### src/rtl/core/psb_pkg.sv
// ----------------------------------------------------------------------------
// psb_pkg
// Shared widths, types and helpers for the projected screen bounds unit.
// ----------------------------------------------------------------------------
package psb_pkg;

    localparam int COORD_W   = 32;
    localparam int COEF_W    = 32;
    localparam int CFG_W     = 64;
    localparam int NUM_REGS  = 6;
    localparam int CFG_IDX_W = 3;
    // row sums need at most 41 bits, one spare for safety
    localparam int ACC_W     = 42;
    // numerator is the row sum scaled by 2^16
    localparam int NUM_W     = ACC_W + 16;
    localparam int DIV_CNT_W = 6;
    localparam int QUEUE_DEPTH = 2;

    localparam logic [CFG_IDX_W-1:0] REG_ROW_X_FIRST  = 3'd0;
    localparam logic [CFG_IDX_W-1:0] REG_ROW_X_SECOND = 3'd1;
    localparam logic [CFG_IDX_W-1:0] REG_ROW_Y_FIRST  = 3'd2;
    localparam logic [CFG_IDX_W-1:0] REG_ROW_Y_SECOND = 3'd3;
    localparam logic [CFG_IDX_W-1:0] REG_ROW_W_FIRST  = 3'd4;
    localparam logic [CFG_IDX_W-1:0] REG_ROW_W_SECOND = 3'd5;

    localparam logic [CFG_W-1:0] RST_ROW_X_FIRST  = 64'd72057594037927936;
    localparam logic [CFG_W-1:0] RST_ROW_X_SECOND = 64'd0;
    localparam logic [CFG_W-1:0] RST_ROW_Y_FIRST  = 64'd16777216;
    localparam logic [CFG_W-1:0] RST_ROW_Y_SECOND = 64'd0;
    localparam logic [CFG_W-1:0] RST_ROW_W_FIRST  = 64'd0;
    localparam logic [CFG_W-1:0] RST_ROW_W_SECOND = 64'd16777216;

    localparam logic signed [COORD_W-1:0] POS_MAX = 32'sh7FFF_FFFF;
    localparam logic signed [COORD_W-1:0] NEG_MIN = 32'sh8000_0000;

    // twelve coefficients, row r column c at r*4+c
    typedef logic [11:0][COEF_W-1:0] coef_set_t;

    // transformed vertex handed from front to back
    typedef struct packed {
        logic signed [ACC_W-1:0] tx;
        logic signed [ACC_W-1:0] ty;
        logic signed [ACC_W-1:0] tw;
        logic                    last;
    } xform_t;

    typedef enum logic [1:0] {F_IDLE, F_CALC, F_PUSH} front_state_t;
    typedef enum logic [1:0] {B_IDLE, B_DIV, B_FOLD} back_state_t;

    // multiply step to {row, column}
    function automatic logic [3:0] step_sel(input logic [3:0] step);
        logic [3:0] sel;
        unique case (step)
            4'd0:    sel = {2'd0, 2'd0};
            4'd1:    sel = {2'd0, 2'd1};
            4'd2:    sel = {2'd0, 2'd2};
            4'd3:    sel = {2'd1, 2'd0};
            4'd4:    sel = {2'd1, 2'd1};
            4'd5:    sel = {2'd1, 2'd2};
            4'd6:    sel = {2'd2, 2'd0};
            4'd7:    sel = {2'd2, 2'd1};
            4'd8:    sel = {2'd2, 2'd2};
            default: sel = {2'd0, 2'd0};
        endcase
        return sel;
    endfunction

endpackage

### src/rtl/core/psb_queue.sv
// ----------------------------------------------------------------------------
// psb_queue
// Small first-in first-out queue between the front and the back.
// ----------------------------------------------------------------------------
module psb_queue #(
    parameter int DEPTH = psb_pkg::QUEUE_DEPTH
) (
    input  logic            aclk,
    input  logic            aresetn,
    input  logic            push,
    input  psb_pkg::xform_t push_data,
    output logic            full,
    input  logic            pop,
    output psb_pkg::xform_t pop_data,
    output logic            empty
);

    localparam int PW = (DEPTH > 1) ? $clog2(DEPTH) : 1;
    localparam int CW = $clog2(DEPTH + 1);

    psb_pkg::xform_t mem [0:DEPTH-1];
    logic [PW-1:0] wr_ptr_reg, rd_ptr_reg;
    logic [CW-1:0] count_reg;

    assign full     = (count_reg == CW'(DEPTH));
    assign empty    = (count_reg == '0);
    assign pop_data = mem[rd_ptr_reg];

    // storage
    always_ff @(posedge aclk) begin
        if (push) mem[wr_ptr_reg] <= push_data;
    end

    // pointers and fill count
    always_ff @(posedge aclk) begin
        if (!aresetn) begin
            wr_ptr_reg <= '0;
            rd_ptr_reg <= '0;
            count_reg  <= '0;
        end else begin
            if (push)
                wr_ptr_reg <= (wr_ptr_reg == PW'(DEPTH - 1)) ? '0 : wr_ptr_reg + 1'b1;
            if (pop)
                rd_ptr_reg <= (rd_ptr_reg == PW'(DEPTH - 1)) ? '0 : rd_ptr_reg + 1'b1;
            if (push && !pop) count_reg <= count_reg + 1'b1;
            else if (pop && !push) count_reg <= count_reg - 1'b1;
        end
    end

`ifndef SYNTHESIS
    a_no_overflow: assert property (@(posedge aclk) disable iff (!aresetn)
        full |-> !push || pop) else $error("queue push while full");
    a_no_underflow: assert property (@(posedge aclk) disable iff (!aresetn)
        empty |-> !pop) else $error("queue pop while empty");
    a_count_range: assert property (@(posedge aclk) disable iff (!aresetn)
        count_reg <= CW'(DEPTH)) else $error("queue count out of range");
`endif

endmodule

### config.mk
export PLATFORM = sky130hd
export DESIGN_NAME = psb_queue
export DESIGN_NICKNAME = d
export VERILOG_FILES = /design/src/rtl/core/psb_pkg.sv /design/src/rtl/core/psb_queue.sv
export SDC_FILE = /design/constraint.sdc
export NUM_CORES = 1
export LEC_CHECK = 0
export ABC_AREA = 0
export ABC_CLOCK_PERIOD_IN_PS = 6000
export BUFFER_PORTS_ARGS = -buffer_cell sky130_fd_sc_hd__buf_2
export CAP_MARGIN = 20
export CORE_MARGIN = 5
export CORE_UTILIZATION = 38
export CTS_CLUSTER_SIZE = 10
export DETAILED_ROUTE_END_ITERATION = 7
export REMOVE_ABC_BUFFERS = 1
export SLEW_MARGIN = 20
export SYNTH_ARGS = -nofsm -noshare
export SYNTH_HDL_FRONTEND = slang
export SYNTH_SLANG_ARGS = --single-unit
### constraint.sdc
create_clock -name aclk -period 6 [get_ports aclk]
set_input_delay 0 -clock aclk [delete_from_list [all_inputs] [get_ports aclk]]
set_output_delay 0 -clock aclk [all_outputs]
set_load 0.01 [all_outputs]
==> results.cfg <==
[run_status]
status = completed

[placed_design]
io_buffers = 259
dp_hpwl_um = 13100
dpl.cell_count = 991
gp_congestion = 0.756

[synthesis]
async_flop_share_pct = 0
synth_area_leaders = edfxtp_1 (80%), mux2_2 (12%), mux2_4 (4.7%)
synth.top_cell.area_share_pct = 80.4
syn-cell-area_um2 = 9490
ys_ff_latch = 259
yosysTopAreaCell = edfxtp_1
yosys.cell_count.top_type = edfxtp_1
synth-edff-count = 254
ys_seq_area_share_pct = 81.4
synth_commonest_cells = edfxtp_1 (254), mux2_2 (97), mux2_4 (30)
synth_cells = 417
yosysUniqueCellTypes = 18
avgSynthCellArea_um2 = 22.8
yosys_warnings = 0
ys.flop_type = edfxtp_1

[power]
powerDensity_nw_per_um2 = 314
p_int_mw = 3.29
clkPwrFrac_pct = 37.6
p_comb_share_pct = 11.5
power_switching_mw = 0.887
peakVddDrop_mv = 0.283
leakage_nw = 5.08
swShare_pct = 21.2
seq_power_share_pct = 50.8

[clock_tree]
cts_resized = 0
cts_setup_buffers = 0
clk_latency_ns = 0.52
ctsLongestPathBuffers = 3
cts.clk_slew.worst_paths_ns = 0.05
cts.sinks = 259
root_buffer = clkbuf_16
cts_buffers = 30
cts_htree_levels = 1
cts_tree = done

[timing]
max_freq_mhz = 385
hold_violations = 0
rsz0062_at_grt = no
period_needed_ns = 2.60
relSlewSlack_pct = 29.9
maxSlewViolCount = 0
period_share_pct = 43.3
setup_viol = 0
worst_pin_slew_ns = 1.05
finClkSkew_ns = 0.00579

[route]
drt_iter0_markers = 290
drtPass1Iterations = 4
route.vias.total = 5298
wirelength_um = 20200
final_antenna_net_count = 0
routedWlPerCell_um = 17.3
vias_per_cell = 4.54
drc = 0

[global_routing]
grt_max_degree = 74
grt_pass1_wl_um = 31100
antenna_found_initial = 1
gr-total-overflow = 0
grt_pass1_vias = 5837
grtUsageTotal_pct = 13.6

[critical_path]
crit_type = flip-flop to flip-flop
startpoint_type = flip-flop
rr_worst_depth = 4
cp.arrival_ns = 3.06
critPathCaptureType = flip-flop
critPathRequiredTime_ns = 6.46
cp_max_fo = 41

[die]
dieWidth_um = 168
die_h_um = 168
die_area_um2 = 28200
num_rows = 57
start_util_pct = 38.8
ios = 260
core-area_um2 = 24500

[cells_and_area]
final_nets = 961
final_util_pct = 54.4
fin_cells = 1167
n_antenna_cell = 0
area_growth_pct = 40.3
layout-drive-gt1-share_pct = 50.7
largest_register_ffs = 254

[hold_path]
hp-class = input pin to flip-flop
holdPathStages = 4

[job]
drv_cap = 0
-- through the flow --
stage               total power, mW  hold slack [ns]  setup TNS [ns]  worst slack (ns)  area, um^2
finish                         4.18           0.0693               0              3.40       13300
global placement               2.57            0.187               0              3.53       11100
CTS                            4.24           0.0338               0              3.32       13300
detailed placement             2.58            0.191               0              3.50       11200
floorplan                      2.41           0.0989          -70.71            -0.553        9390
global route                   4.36           0.0693               0              3.20       13300
-- power by group through the flow --
stage,Combinational [mW],Sequential [mW],Clock (mW)
detailed placement,0.418,2.16,0
finish,0.481,2.13,1.57
floorplan,0.228,2.18,0
global placement,0.394,2.17,0
CTS,0.489,2.13,1.63
global route,0.517,2.13,1.71
-- cell families after synthesis --
logic type | Yosys count | synth area share (%)
buffers and inverters | 15 | 1.11
and+or+nand+nor | 9 | 0.580
muxes | 127 | 16.3
xor gates and xnor gates | 3 | 0.277
AOI/OAI and AO/OA | 3 | 0.211
adders and majority gates | 1 | 0.132
DFF | 259 | 81.4
-- what timing repair did --
item,4_1_cts,5_1_grt
hold buffers,130,0
endpoints found under the setup margin,0,0
endpoints found under the hold margin,259,0
-- worst max-delay path: stages, from the launching register on --
cell           delay, ns
dfxtp_1             0.33
nor2b_4             0.79
buf_4               0.62
o21a_1              0.21
dlygate4sd3_1       0.55
-- cell type report --
cell class,count,area [um^2]
inverters,1,3.75
multi-input cells,143,1670
well taps,324,405
flip-flops and latches,259,7730
clock buffers,44,835
clock inverters,2,12.5
repair buffers,394,2660
fillers,1922,11200
-- worst paths after layout --
| check | start | slack (ns) | to |
|---|---|---|---|
| worst min-delay path | push | 0.07 | count_reg[0] |
| worst min register to register | count_reg[1] | 0.57 | count_reg[1] |
| worst max-delay path | wr_ptr_reg | 3.40 | wr_ptr_reg |
| worst max register to register | wr_ptr_reg | 3.40 | wr_ptr_reg |
-- layer usage --
layer  vias up  wire, um  track usage [%]
met2       194     10400             24.4
met5         -         7                0
met4         2       301             2.86
li1       2480         -                -
met1      2596      8070             16.8
met3        26      1390             3.40
-- layout by cell type (no fill, tap or decap), drive strengths merged, types with 2 or more instances in the layout --
master       Yosys  layout
buf             14     264
and2             4       4
dfxtp            5       5
edfxtp         254     254
clkinv           0       2
mux2           127     127
dlygate4sd3      0     130
clkbuf           0      44
xor2             2       2
nor2b            2       2
Note: power is estimated with default switching activity, not from simulation.
