[src/rtl/core/psb_pkg.sv]
// ----------------------------------------------------------------------------
// psb_pkg
// Shared widths, types and helpers for the projected screen bounds unit.
// ----------------------------------------------------------------------------
package psb_pkg;

    localparam int COORD_W   = 32;
    localparam int COEF_W    = 32;
    localparam int CFG_W     = 64;
    localparam int NUM_REGS  = 6;
    localparam int CFG_IDX_W = 3;
    // row sums need at most 41 bits, one spare for safety
    localparam int ACC_W     = 42;
    // numerator is the row sum scaled by 2^16
    localparam int NUM_W     = ACC_W + 16;
    localparam int DIV_CNT_W = 6;
    localparam int QUEUE_DEPTH = 2;

    localparam logic [CFG_IDX_W-1:0] REG_ROW_X_FIRST  = 3'd0;
    localparam logic [CFG_IDX_W-1:0] REG_ROW_X_SECOND = 3'd1;
    localparam logic [CFG_IDX_W-1:0] REG_ROW_Y_FIRST  = 3'd2;
    localparam logic [CFG_IDX_W-1:0] REG_ROW_Y_SECOND = 3'd3;
    localparam logic [CFG_IDX_W-1:0] REG_ROW_W_FIRST  = 3'd4;
    localparam logic [CFG_IDX_W-1:0] REG_ROW_W_SECOND = 3'd5;

    localparam logic [CFG_W-1:0] RST_ROW_X_FIRST  = 64'd72057594037927936;
    localparam logic [CFG_W-1:0] RST_ROW_X_SECOND = 64'd0;
    localparam logic [CFG_W-1:0] RST_ROW_Y_FIRST  = 64'd16777216;
    localparam logic [CFG_W-1:0] RST_ROW_Y_SECOND = 64'd0;
    localparam logic [CFG_W-1:0] RST_ROW_W_FIRST  = 64'd0;
    localparam logic [CFG_W-1:0] RST_ROW_W_SECOND = 64'd16777216;

    localparam logic signed [COORD_W-1:0] POS_MAX = 32'sh7FFF_FFFF;
    localparam logic signed [COORD_W-1:0] NEG_MIN = 32'sh8000_0000;

    // twelve coefficients, row r column c at r*4+c
    typedef logic [11:0][COEF_W-1:0] coef_set_t;

    // transformed vertex handed from front to back
    typedef struct packed {
        logic signed [ACC_W-1:0] tx;
        logic signed [ACC_W-1:0] ty;
        logic signed [ACC_W-1:0] tw;
        logic                    last;
    } xform_t;

    typedef enum logic [1:0] {F_IDLE, F_CALC, F_PUSH} front_state_t;
    typedef enum logic [1:0] {B_IDLE, B_DIV, B_FOLD} back_state_t;

    // multiply step to {row, column}
    function automatic logic [3:0] step_sel(input logic [3:0] step);
        logic [3:0] sel;
        unique case (step)
            4'd0:    sel = {2'd0, 2'd0};
            4'd1:    sel = {2'd0, 2'd1};
            4'd2:    sel = {2'd0, 2'd2};
            4'd3:    sel = {2'd1, 2'd0};
            4'd4:    sel = {2'd1, 2'd1};
            4'd5:    sel = {2'd1, 2'd2};
            4'd6:    sel = {2'd2, 2'd0};
            4'd7:    sel = {2'd2, 2'd1};
            4'd8:    sel = {2'd2, 2'd2};
            default: sel = {2'd0, 2'd0};
        endcase
        return sel;
    endfunction

endpackage

[src/rtl/core/psb_front.sv]
// ----------------------------------------------------------------------------
// psb_front
// Accepts vertices and forms the three row sums with one shared multiplier.
// ----------------------------------------------------------------------------
module psb_front (
    input  logic                           aclk,
    input  logic                           aresetn,
    input  psb_pkg::coef_set_t             coef,
    input  logic                           s_valid,
    output logic                           s_ready,
    input  logic signed [psb_pkg::COORD_W-1:0] s_vertex_x,
    input  logic signed [psb_pkg::COORD_W-1:0] s_vertex_y,
    input  logic signed [psb_pkg::COORD_W-1:0] s_vertex_z,
    input  logic                           s_last_vertex,
    output logic                           q_push,
    output psb_pkg::xform_t                q_data,
    input  logic                           q_full
);

    localparam int AW = psb_pkg::ACC_W;

    psb_pkg::front_state_t state_reg, state_next;
    logic [3:0]  step_reg;
    logic [1:0]  prow_reg;
    logic        pend_reg;
    logic signed [63:0] prod_reg;
    logic signed [psb_pkg::COORD_W-1:0] crd_reg [0:2];
    logic signed [AW-1:0] acc_reg [0:2];
    logic        last_reg;

    logic [3:0]  sel;
    logic signed [psb_pkg::COEF_W-1:0] mul_a;
    logic signed [psb_pkg::COORD_W-1:0] mul_b;
    logic        accept;

    // next state
    always_comb begin
        state_next = state_reg;
        unique case (state_reg)
            psb_pkg::F_IDLE: if (s_valid) state_next = psb_pkg::F_CALC;
            psb_pkg::F_CALC: if (step_reg == 4'd9) state_next = psb_pkg::F_PUSH;
            psb_pkg::F_PUSH: if (!q_full) state_next = psb_pkg::F_IDLE;
            default: state_next = psb_pkg::F_IDLE;
        endcase
    end

    // outputs
    always_comb begin
        s_ready = (state_reg == psb_pkg::F_IDLE);
        q_push  = (state_reg == psb_pkg::F_PUSH) && !q_full;
        q_data.tx   = acc_reg[0];
        q_data.ty   = acc_reg[1];
        q_data.tw   = acc_reg[2];
        q_data.last = last_reg;
    end

    assign accept = s_valid && s_ready;
    assign sel    = psb_pkg::step_sel(step_reg);
    assign mul_a  = coef[{sel[3:2], 2'b00} + {2'b00, sel[1:0]}];
    assign mul_b  = crd_reg[sel[1:0]];

    // control state
    always_ff @(posedge aclk) begin
        if (!aresetn) begin
            state_reg <= psb_pkg::F_IDLE;
            pend_reg  <= 1'b0;
            step_reg  <= '0;
        end else begin
            state_reg <= state_next;
            if (accept) begin
                step_reg <= '0;
                pend_reg <= 1'b0;
            end else if (state_reg == psb_pkg::F_CALC) begin
                step_reg <= step_reg + 4'd1;
                pend_reg <= (step_reg < 4'd9);
            end
        end
    end

    // multiply and accumulate datapath
    always_ff @(posedge aclk) begin
        if (accept) begin
            crd_reg[0] <= s_vertex_x;
            crd_reg[1] <= s_vertex_y;
            crd_reg[2] <= s_vertex_z;
            last_reg   <= s_last_vertex;
            // constant column times 1.0 is the coefficient floored by 2^8
            acc_reg[0] <= AW'(signed'(coef[3][31:8]));
            acc_reg[1] <= AW'(signed'(coef[7][31:8]));
            acc_reg[2] <= AW'(signed'(coef[11][31:8]));
        end else if (state_reg == psb_pkg::F_CALC) begin
            if (step_reg < 4'd9) begin
                prod_reg <= 64'(mul_a) * 64'(mul_b);
                prow_reg <= sel[3:2];
            end
            if (pend_reg) begin
                acc_reg[prow_reg] <= acc_reg[prow_reg]
                                     + AW'(signed'(prod_reg[63:24]));
            end
        end
    end

endmodule

[config.mk]
export PLATFORM = sky130hd
export DESIGN_NAME = psb_front
export DESIGN_NICKNAME = d
export VERILOG_FILES = /design/src/rtl/core/psb_pkg.sv /design/src/rtl/core/psb_front.sv
export SDC_FILE = /design/constraint.sdc
export NUM_CORES = 2
export LEC_CHECK = 0
export BUFFER_PORTS_ARGS = -buffer_cell sky130_fd_sc_hd__buf_2
export CAP_MARGIN = 40
export CORE_MARGIN = 4
export CORE_UTILIZATION = 47
export DETAILED_ROUTE_END_ITERATION = 8
export GPL_TIMING_DRIVEN = 0
export HOLD_SLACK_MARGIN = 0.05
export PLACE_DENSITY = 0.66
export SETUP_SLACK_MARGIN = 0.5
export SYNTH_ARGS = -nofsm -noshare
export SYNTH_HDL_FRONTEND = slang
export SYNTH_SLANG_ARGS = --single-unit
[constraint.sdc]
create_clock -name aclk -period 27.2 [get_ports aclk]
set_input_delay 2.72 -clock aclk [delete_from_list [all_inputs] [get_ports aclk]]
set_output_delay 2.72 -clock aclk [all_outputs]
set_load 0.02 [all_outputs]
==> qor.yml <==
run_status:
  outcome: "finished clean"
setup_path:
  cp-endpoint: "prod_reg[62]$_DFFE_PP_"
  worst_r2r_path_depth: 31
  timing.critical_path.from_type: "register"
  worst-path-max-fanout: 10
  critPathRequiredTime_ns: 27.57
  critical_setup_path_kind: "reg2reg"
  crit_slowest_cell: "buf_1"
  r2r-start: "sel[1]$_DFF_P_"
  cp_slowest_stage_delay_ns: 0.82
  worst_setup_slack_for_register_to_register_paths_ns: 13.87
  critPathLaunch: "sel[1]$_DFF_P_"
  cpMostUsedCell: "fa_1"
  arrival_ns: 13.70
  timing.rr.end: "prod_reg[62]$_DFFE_PP_"
  worst_setup_path_end_kind: "register"
flow_run:
  drv.max_cap_violation_count: 0
drt:
  drt.antenna.violating_nets: 0
  detailedRoute.firstPassIterationCount: 7
  drt-wirelength-per-cell_um: 34.2
  totalWireLength_um: 262000
  remaining_drc_errors: 0
  via_count: 46200
  vias_per_cell: 6.04
  initialDrtViolationCount: 5868
place:
  gp_congestion: 1.10
  dp.final_hpwl_um: 223000
  placement.io_buffers: 613
  pre_cts_ws_ns: 13.86
grt:
  antenna_found_initial: 53
  track_usage: 0.448
  grt_max_degree: 68
  number_of_global_route_vias_before_repair: 46400
  grt.overflow.total: 0
  grt_first_pass_wirelength_um: 359000
layout:
  largest_reg_flops: 168
  post_route_cells_drive_above_1_share: 0.170
  flow.area_growth_from_synthesis_pct: 15.7
  mostFrequentLayoutCells: "fa_1, inv_1, nand2_1"
  layout.cells.most_common: "fa_1"
  num-nets-final: 7892
  finish.utilization: 0.550
yosys:
  syn-instance-count: 5285
  synth_nets: 7080
  syn_area_per_cell_um2: 10.0
  yosysUniqueCellTypes: 80
  edff_count_synth: 307
  synth_cell_area_um2: 52900
  async_reset_ff_frac: 0
  synth_warn: 0
  ys_ff_latch: 320
  synth_top_flop_cell: "edfxtp_1"
  yosysSeqAreaShare: 0.179
floorplanning:
  row_count: 122
  fp.dieArea_um2: 118000
  floorplan.die.width_um: 344
  initial_core_util: 0.476
  vertical_die_dimension_um: 344
  io_pins: 614
  placeableCoreArea_um2: 111000
timing:
  totalNegativeSetupSlack_ns: 0
  final_critical_path_setup_slack_ns: 13.87
  clock.fmax_mhz: 75.0
  rsz_0062_raised_after_global_routing: "no"
  timing.final.crit_period_ns: 13.33
  setup-violations-final: 0
  skew_ns: 0.0652
  slew_at_the_pin_closest_to_its_max_slew_limit_ns: 1.04
  timing_max_transition_violations_final: 0
  finalHoldViolCount: 0
  slew_headroom: 0.305
  hold_slack_ns: 0.543
  post-route-period-util: 0.490
clocking:
  post-cts-setup-buffers: 0
  clockRootBuffer: "clkbuf_16"
  cts_sinks: 320
  hold_buffers: 0
  cts_max_level: 2
  clk_path_buf_depth: 3
  number_of_cts_inserted_buffers: 39
  tritoncts_clock_tree: "yes"
  clk_pin_slew_worst_paths_ns: 0.06
  clock_latency_ns: 0.66
  cts_repair_resize_count: 0
min_path:
  min_path_type: "reg2reg"
==> layout make-up <==
| cell class | instances | area (um^2) |
|---|---|---|
| timing repair buffer | 771 | 4980 |
| antenna | 37 | 92.6 |
| tap | 1488 | 1860 |
| clock buffer | 52 | 1060 |
| sequential | 320 | 9480 |
| fill | 10200 | 50000 |
| buffer | 269 | 1050 |
| multi-input combinational | 3695 | 38800 |
| inverter | 1001 | 3760 |
| clock inverter | 17 | 208 |
==> per-layer routing <==
| metal | vias up | global-route usage | wire length [um] |
|---|---|---|---|
| li1 | 18200 | - | - |
| met1 | 23500 | 0.539 | 88800 |
| met2 | 3558 | 0.624 | 107000 |
| met3 | 989 | 0.203 | 39100 |
| met4 | 26 | 0.351 | 27000 |
| met5 | - | 0 | 197 |
==> logic make-up (layout without fill, tap and decap cells) <==
group / Yosys count / in the layout / share of synthesized area
other: 0 / 37 / 0
AND/OR/NAND/NOR: 1522 / 1522 / 0.115
buffers and inverters: 1270 / 2110 / 0.0908
multiplexers: 253 / 253 / 0.0737
flip-flops: 320 / 320 / 0.179
AO/OA/AOI/OAI: 523 / 523 / 0.0643
adder cells (fa/ha/maj): 1310 / 1310 / 0.463
XOR/XNOR: 87 / 87 / 0.0144
==> stage by stage <==
stage                     cells  instance area (um^2)
after floorplan            5285                 52900
after global placement     7386                 57900
after detailed placement   7531                 59700
after CTS                  7600                 61000
after global routing       7624                 61200
final                      7650                 61200
==> Yosys cell counts (all sizes together) (12+ instances only) <==
master | instances | share of area
mux4 | 105 | 0.045
fa | 1082 | 0.41
a21o | 57 | 0.0081
and2 | 13 | 0.0015
o22ai | 31 | 0.0037
xor2 | 26 | 0.0043
nand4 | 12 | 0.0014
mux2 | 42 | 0.0090
edfxtp | 307 | 0.17
ha | 228 | 0.054
nor2b | 25 | 0.0030
nand2 | 755 | 0.054
a211oi | 13 | 0.0018
nand2b | 18 | 0.0021
xnor2 | 61 | 0.010
nor2 | 625 | 0.044
o21ai | 129 | 0.012
o21bai | 13 | 0.0018
dfxtp | 13 | 0.0049
mux2i | 106 | 0.020
a21oi | 136 | 0.013
o22a | 30 | 0.0050
o21a | 34 | 0.0048
and3 | 17 | 0.0020
clkbuf | 220 | 0.016
buf | 49 | 0.0042
nand3 | 13 | 0.0012
inv | 1000 | 0.071
==> critical path: cells and delay by family (launching register included) <==
| kind | cells | cell delay [ns] |
|---|---|---|
| compound gates | 10 | 3.10 |
| xor+xnor | 1 | 0.09 |
| fa+ha+maj | 9 | 4.86 |
| buf+inv | 10 | 4.22 |
| flops | 1 | 0.57 |
| simple gates | 1 | 0.15 |
==> worst min-delay path by stage <==
stage	from	endpoint	slack (ns)	cells past startpoint
global route	sel[3]$_DFF_P_	prow_reg[1]$_DFFE_PP_	0.54	0
floorplan	sel[3]$_DFF_P_	prow_reg[1]$_DFFE_PP_	0.44	0
CTS	sel[3]$_DFF_P_	prow_reg[1]$_DFFE_PP_	0.54	0
detailed placement	sel[3]$_DFF_P_	prow_reg[1]$_DFFE_PP_	0.53	0
finish	sel[3]$_DFF_P_	prow_reg[1]$_DFFE_PP_	0.54	0
global placement	sel[3]$_DFF_P_	prow_reg[1]$_DFFE_PP_	0.52	0
Power is not shown: default switching activity piles up to over one toggle a cycle in this logic, so the estimate is an artifact.
