`src/rtl/core/psb_pkg.sv`:
```
// ----------------------------------------------------------------------------
// psb_pkg
// Shared widths, types and helpers for the projected screen bounds unit.
// ----------------------------------------------------------------------------
package psb_pkg;

    localparam int COORD_W   = 32;
    localparam int COEF_W    = 32;
    localparam int CFG_W     = 64;
    localparam int NUM_REGS  = 6;
    localparam int CFG_IDX_W = 3;
    // row sums need at most 41 bits, one spare for safety
    localparam int ACC_W     = 42;
    // numerator is the row sum scaled by 2^16
    localparam int NUM_W     = ACC_W + 16;
    localparam int DIV_CNT_W = 6;
    localparam int QUEUE_DEPTH = 2;

    localparam logic [CFG_IDX_W-1:0] REG_ROW_X_FIRST  = 3'd0;
    localparam logic [CFG_IDX_W-1:0] REG_ROW_X_SECOND = 3'd1;
    localparam logic [CFG_IDX_W-1:0] REG_ROW_Y_FIRST  = 3'd2;
    localparam logic [CFG_IDX_W-1:0] REG_ROW_Y_SECOND = 3'd3;
    localparam logic [CFG_IDX_W-1:0] REG_ROW_W_FIRST  = 3'd4;
    localparam logic [CFG_IDX_W-1:0] REG_ROW_W_SECOND = 3'd5;

    localparam logic [CFG_W-1:0] RST_ROW_X_FIRST  = 64'd72057594037927936;
    localparam logic [CFG_W-1:0] RST_ROW_X_SECOND = 64'd0;
    localparam logic [CFG_W-1:0] RST_ROW_Y_FIRST  = 64'd16777216;
    localparam logic [CFG_W-1:0] RST_ROW_Y_SECOND = 64'd0;
    localparam logic [CFG_W-1:0] RST_ROW_W_FIRST  = 64'd0;
    localparam logic [CFG_W-1:0] RST_ROW_W_SECOND = 64'd16777216;

    localparam logic signed [COORD_W-1:0] POS_MAX = 32'sh7FFF_FFFF;
    localparam logic signed [COORD_W-1:0] NEG_MIN = 32'sh8000_0000;

    // twelve coefficients, row r column c at r*4+c
    typedef logic [11:0][COEF_W-1:0] coef_set_t;

    // transformed vertex handed from front to back
    typedef struct packed {
        logic signed [ACC_W-1:0] tx;
        logic signed [ACC_W-1:0] ty;
        logic signed [ACC_W-1:0] tw;
        logic                    last;
    } xform_t;

    typedef enum logic [1:0] {F_IDLE, F_CALC, F_PUSH} front_state_t;
    typedef enum logic [1:0] {B_IDLE, B_DIV, B_FOLD} back_state_t;

    // multiply step to {row, column}
    function automatic logic [3:0] step_sel(input logic [3:0] step);
        logic [3:0] sel;
        unique case (step)
            4'd0:    sel = {2'd0, 2'd0};
            4'd1:    sel = {2'd0, 2'd1};
            4'd2:    sel = {2'd0, 2'd2};
            4'd3:    sel = {2'd1, 2'd0};
            4'd4:    sel = {2'd1, 2'd1};
            4'd5:    sel = {2'd1, 2'd2};
            4'd6:    sel = {2'd2, 2'd0};
            4'd7:    sel = {2'd2, 2'd1};
            4'd8:    sel = {2'd2, 2'd2};
            default: sel = {2'd0, 2'd0};
        endcase
        return sel;
    endfunction

endpackage

```
`src/rtl/core/psb_back.sv`:
```
// ----------------------------------------------------------------------------
// psb_back
// Divides the x and y row sums by w, saturates and folds them into running bounds.
// ----------------------------------------------------------------------------
module psb_back (
    input  logic            aclk,
    input  logic            aresetn,
    input  psb_pkg::xform_t q_data,
    input  logic            q_empty,
    output logic            q_pop,
    output logic            m_valid,
    input  logic            m_ready,
    output logic signed [psb_pkg::COORD_W-1:0] m_least_x,
    output logic signed [psb_pkg::COORD_W-1:0] m_greatest_x,
    output logic signed [psb_pkg::COORD_W-1:0] m_least_y,
    output logic signed [psb_pkg::COORD_W-1:0] m_greatest_y,
    output logic            m_zero_w_seen
);

    localparam int AW = psb_pkg::ACC_W;
    localparam int NW = psb_pkg::NUM_W;
    localparam int CNTW = psb_pkg::DIV_CNT_W;

    psb_pkg::back_state_t state_reg, state_next;
    logic [CNTW-1:0] cnt_reg;
    logic [NW-1:0]   qx_reg, qy_reg;
    logic [AW-1:0]   rx_reg, ry_reg, dmag_reg;
    logic            negx_reg, negy_reg, zero_reg, last_reg;
    logic signed [psb_pkg::COORD_W-1:0] lx_reg, gx_reg, ly_reg, gy_reg;
    logic            sticky_reg, m_valid_reg;
    logic signed [psb_pkg::COORD_W-1:0] ox_lx_reg, ox_gx_reg, ox_ly_reg, ox_gy_reg;
    logic            ozw_reg;

    logic signed [NW-1:0] nx, ny;
    logic [AW:0]     tx_trial, ty_trial;
    logic signed [psb_pkg::COORD_W-1:0] px, py, nlx, ngx, nly, ngy;
    logic            fold_go, nsticky;

    // saturate a magnitude quotient with its sign
    function automatic logic signed [31:0] sat_q(input logic [NW-1:0] q, input logic neg);
        logic signed [31:0] r;
        if (neg) r = (q > NW'(33'h1_0000_0000 >> 1)) ? psb_pkg::NEG_MIN : -signed'(q[31:0]);
        else     r = (q > NW'(32'h7FFF_FFFF)) ? psb_pkg::POS_MAX : signed'(q[31:0]);
        return r;
    endfunction

    assign fold_go = (state_reg == psb_pkg::B_FOLD) && (!last_reg || !m_valid_reg || m_ready);

    // next state
    always_comb begin
        state_next = state_reg;
        unique case (state_reg)
            psb_pkg::B_IDLE: if (!q_empty)
                        state_next = (q_data.tw == '0) ? psb_pkg::B_FOLD : psb_pkg::B_DIV;
            psb_pkg::B_DIV:  if (cnt_reg == CNTW'(1)) state_next = psb_pkg::B_FOLD;
            psb_pkg::B_FOLD: if (fold_go) state_next = psb_pkg::B_IDLE;
            default: state_next = psb_pkg::B_IDLE;
        endcase
    end

    // outputs
    always_comb begin
        q_pop         = (state_reg == psb_pkg::B_IDLE) && !q_empty;
        m_valid       = m_valid_reg;
        m_least_x     = ox_lx_reg;
        m_greatest_x  = ox_gx_reg;
        m_least_y     = ox_ly_reg;
        m_greatest_y  = ox_gy_reg;
        m_zero_w_seen = ozw_reg;
    end

    // numerators and division trial subtracts
    assign nx = {q_data.tx, 16'd0};
    assign ny = {q_data.ty, 16'd0};
    assign tx_trial = {rx_reg, qx_reg[NW-1]} - {1'b0, dmag_reg};
    assign ty_trial = {ry_reg, qy_reg[NW-1]} - {1'b0, dmag_reg};

    // projected values and folded bounds
    always_comb begin
        px = sat_q(qx_reg, negx_reg);
        py = sat_q(qy_reg, negy_reg);
        nlx = lx_reg; ngx = gx_reg; nly = ly_reg; ngy = gy_reg;
        nsticky = sticky_reg | zero_reg;
        if (!zero_reg) begin
            if (px < lx_reg) nlx = px;
            if (px > gx_reg) ngx = px;
            if (py < ly_reg) nly = py;
            if (py > gy_reg) ngy = py;
        end
    end

    // control state and running bounds
    always_ff @(posedge aclk) begin
        if (!aresetn) begin
            state_reg   <= psb_pkg::B_IDLE;
            cnt_reg     <= '0;
            m_valid_reg <= 1'b0;
            lx_reg <= psb_pkg::POS_MAX; gx_reg <= psb_pkg::NEG_MIN;
            ly_reg <= psb_pkg::POS_MAX; gy_reg <= psb_pkg::NEG_MIN;
            sticky_reg <= 1'b0;
        end else begin
            state_reg <= state_next;
            if (q_pop) cnt_reg <= CNTW'(NW);
            else if (state_reg == psb_pkg::B_DIV) cnt_reg <= cnt_reg - 1'b1;
            // result valid set on the last fold, cleared once taken
            if (fold_go && last_reg) m_valid_reg <= 1'b1;
            else if (m_valid_reg && m_ready) m_valid_reg <= 1'b0;
            if (fold_go) begin
                if (last_reg) begin
                    lx_reg <= psb_pkg::POS_MAX; gx_reg <= psb_pkg::NEG_MIN;
                    ly_reg <= psb_pkg::POS_MAX; gy_reg <= psb_pkg::NEG_MIN;
                    sticky_reg <= 1'b0;
                end else begin
                    lx_reg <= nlx; gx_reg <= ngx; ly_reg <= nly; gy_reg <= ngy;
                    sticky_reg <= nsticky;
                end
            end
        end
    end

    // divider and result register
    always_ff @(posedge aclk) begin
        if (q_pop) begin
            negx_reg <= nx[NW-1] ^ q_data.tw[AW-1];
            negy_reg <= ny[NW-1] ^ q_data.tw[AW-1];
            qx_reg   <= nx[NW-1] ? NW'(-nx) : NW'(nx);
            qy_reg   <= ny[NW-1] ? NW'(-ny) : NW'(ny);
            dmag_reg <= q_data.tw[AW-1] ? AW'(-q_data.tw) : AW'(q_data.tw);
            rx_reg   <= '0;
            ry_reg   <= '0;
            zero_reg <= (q_data.tw == '0);
            last_reg <= q_data.last;
        end else if (state_reg == psb_pkg::B_DIV) begin
            // restoring step, quotient bits shift in behind the numerator
            if (!tx_trial[AW]) rx_reg <= tx_trial[AW-1:0];
            else               rx_reg <= {rx_reg[AW-2:0], qx_reg[NW-1]};
            qx_reg <= {qx_reg[NW-2:0], ~tx_trial[AW]};
            if (!ty_trial[AW]) ry_reg <= ty_trial[AW-1:0];
            else               ry_reg <= {ry_reg[AW-2:0], qy_reg[NW-1]};
            qy_reg <= {qy_reg[NW-2:0], ~ty_trial[AW]};
        end
        if (fold_go && last_reg) begin
            ox_lx_reg <= nlx; ox_gx_reg <= ngx;
            ox_ly_reg <= nly; ox_gy_reg <= ngy;
            ozw_reg   <= nsticky;
        end
    end

endmodule
```
`config.mk`:
```
export PLATFORM = sky130hd
export DESIGN_NAME = psb_back
export DESIGN_NICKNAME = d
export VERILOG_FILES = /design/src/rtl/core/psb_pkg.sv /design/src/rtl/core/psb_back.sv
export SDC_FILE = /design/constraint.sdc
export NUM_CORES = 1
export LEC_CHECK = 0
export BUFFER_PORTS_ARGS = -buffer_cell sky130_fd_sc_hd__buf_2
export CORE_ASPECT_RATIO = 1.4
export CORE_UTILIZATION = 30
export DETAILED_ROUTE_END_ITERATION = 16
export SLEW_MARGIN = 20
export SYNTH_ARGS = -nofsm -noshare
export SYNTH_HDL_FRONTEND = slang
export SYNTH_SLANG_ARGS = --single-unit
```
`constraint.sdc`:
```
create_clock -name aclk -period 14.5 [get_ports aclk]
set_input_delay 2.9 -clock aclk [delete_from_list [all_inputs] [get_ports aclk]]
set_output_delay 2.9 -clock aclk [all_outputs]
set_load 0.1 [all_outputs]
```
==> impl_metrics.json <==
{
  "outcome": "complete, no violations",
  "leakage_uw": 0.0146,
  "yosys-top-cells-area": "edfxtp_1, dfxtp_1, ha_1",
  "port_buffers": 261,
  "seqCellArea_sq_um": 13200,
  "power_density_nw_per_um2": 137,
  "fin_util": 0.347,
  "pre_cts_ws_ns": 7.01,
  "cp_max_fo": 57,
  "clk_latency_ns": 0.66,
  "fp.dieW_um": 278,
  "postRouteAntennaNets": 0,
  "ys_ff_latch": 513,
  "grt_overflow": 0,
  "rows": 141,
  "gp_congestion": 0.902,
  "fp.dieH_um": 389,
  "synth_seq_area_share": 0.412,
  "nets": 4040,
  "numCtsBuffers": 58,
  "rr_worst_depth": 18,
  "drt_wl_total_mm": 92.2,
  "ys_types": 84,
  "grt_pass1_vias": 26000,
  "grt_pass1_wl_mm": 144,
  "fmax_mhz": 134,
  "die-area_sq_um": 108000,
  "fin_crit_ns": 7.45,
  "vias": 26700,
  "antenna_found_initial": 20,
  "drc": 0,
  "yosysWarnings": 0,
  "cts_setup_buffers": 0,
  "root_buffer": "clkbuf_16",
  "hold_buffers": 0,
  "track_usage": 0.167,
  "clkSinkCount": 513,
  "worstSetupPathType": "register to register",
  "fin_tns_setup_ns": 0,
  "setup_viol": 0,
  "synth_edf_count": 291,
  "path_clk_slew_ns": 0.06,
  "min_path_type": "register to register",
  "wl_per_cell_um": 18.1,
  "final_critical_path_setup_slack_ns": 7.05,
  "start_kind": "register",
  "arrival_ns": 7.82,
  "drive_gt1_frac": 0.125,
  "cts_buffer_depth": 3,
  "min_period_over_period": 0.514,
  "slew_headroom": 0.249,
  "irDropWorstVdd_mv": 0.101,
  "synth.avg_cell_area_sq_um": 9.12,
  "slew_viol_final": 0,
  "cts_resized": 0,
  "syn_area_sq_um": 32000,
  "multi_input_area_sq_um": 17400,
  "htree_levels": 2,
  "synth_nets": 3863,
  "synth_top_cell_by_area": "edfxtp_1",
  "start_util": 0.303,
  "dp_hpwl_mm": 68.0,
  "crit_required_ns": 14.86,
  "endpoint_kind": "register",
  "synth_top_area_frac": 0.273,
  "viasPerCell": 5.23,
  "synth-main-ff-cell": "edfxtp_1",
  "syn2layout_area_growth_pct": 14.5,
  "grt_max_degree": 102,
  "syn_inst": 3513,
  "first_pass_iters": 5,
  "finalHoldViolCount": 0,
  "power_uw": 5020,
  "maxCapViolations": 0,
  "synthArstFlopShare": 0,
  "rsz0062_at_grt": "no",
  "finClkSkew_ns": 0.0473,
  "core_sq_um": 106000,
  "fill_cells": 10800,
  "cts_tree": "built",
  "tightest_slew_ns": 1.10,
  "holdPathStages": 2,
  "drt-initial-drc-count": 1759,
  "io-pin-count": 262
}
-- cells in the mapped netlist (all sizes together), types with 96 or more instances --
master    n
nand2   385
dfxtp   222
clkbuf  150
edfxtp  291
inv     224
nor2    215
xnor2   100
o21ai   375
ha      217
a21oi   203
xor2     96
-- layout make-up --
| type | count | share of cell area |
|---|---|---|
| Multi-Input combinational cell | 2601 | 0.474 |
| Sequential cell | 513 | 0.359 |
| Tap cell | 1358 | 0.0463 |
| Clock buffer | 76 | 0.0462 |
| Timing Repair Buffer | 291 | 0.0417 |
| Inverter | 225 | 0.0232 |
| Clock inverter | 34 | 0.00870 |
| Antenna cell | 6 | 0.000409 |
-- cells in the final DEF (no fill, tap or decap), types with 16 or more instances in the layout --
cell / instances
buf_2: 261
or3_1: 50
clkbuf_16: 63
o21ai_0: 358
o41ai_1: 21
and3_1: 27
buf_4: 30
dfxtp_1: 222
o311ai_2: 25
o31ai_1: 49
xor2_1: 96
o21ai_1: 16
o211ai_1: 17
o31a_1: 17
nor2b_1: 27
o21a_1: 32
inv_1: 223
nand4_1: 34
nand2b_1: 17
xnor2_1: 100
mux2i_1: 89
a31oi_1: 53
a21o_1: 66
ha_1: 217
nor4_1: 30
and2_1: 37
edfxtp_1: 291
nand2_1: 384
or4_1: 34
a22o_1: 65
nand3_1: 43
nor2_1: 211
a21oi_1: 201
nor3_1: 89
-- critical path, stage by stage, from the launching register on --
cell and delay [ns]:
edfxtp_1 0.46, or4_4 0.57, or4_4 0.45, or4_4 0.58
a211o_1 0.48, nor2_1 0.65, a21oi_1 0.15, o21ai_1 0.50
ha_1 0.37, a21o_1 0.19, a21o_1 0.17, a21oi_1 0.16
o21ai_0 0.09, a221o_1 0.35, a211o_1 0.25, a31oi_1 0.28
mux2i_4 0.69, buf_4 0.58, o21ai_0 0.19
-- per-layer routing --
layer	global-route usage	vias to the layer above	share of wire
met1	0.205	12600	0.43
li1	-	13200	-
met3	0.0244	169	0.051
met5	0	-	0.00075
met2	0.296	654	0.49
met4	0.0512	10	0.030
-- stage by stage --
stage / hold slack (ns) / area [sq um] / cells
6_report: 0.466 / 36700 / 5104
5_1_grt: 0.484 / 36700 / 5098
4_1_cts: 0.470 / 36700 / 5098
3_5_place_dp: 0.453 / 34600 / 4988
3_3_place_gp: 0.451 / 34600 / 4988
2_1_floorplan: 0.429 / 32000 / 3513
-- path summary, 6_finish.rpt --
check / startpoint / slack (ns) / to
setup / recovery: qy_reg[25] / 7.05 / m_least_y[31]
hold / removal: sticky_reg / 0.47 / sticky_reg
setup reg to reg: qy_reg[25] / 7.05 / m_least_y[31]
hold reg to reg: sticky_reg / 0.47 / sticky_reg
-- power breakdown --
part	total, uW	internal [uW]	switching, uW
Clock	1550	897	651
Sequential	1860	1720	135
Combinational	1610	660	954
-- logic make-up after synthesis --
logic type      share of synthesized area
compound gates                      0.214
simple gates                        0.155
flops                               0.412
buf+inv                            0.0482
fa+ha+maj                          0.0860
xor+xnor                           0.0536
mux                                0.0310
Note: power is estimated with default switching activity, not from simulation.
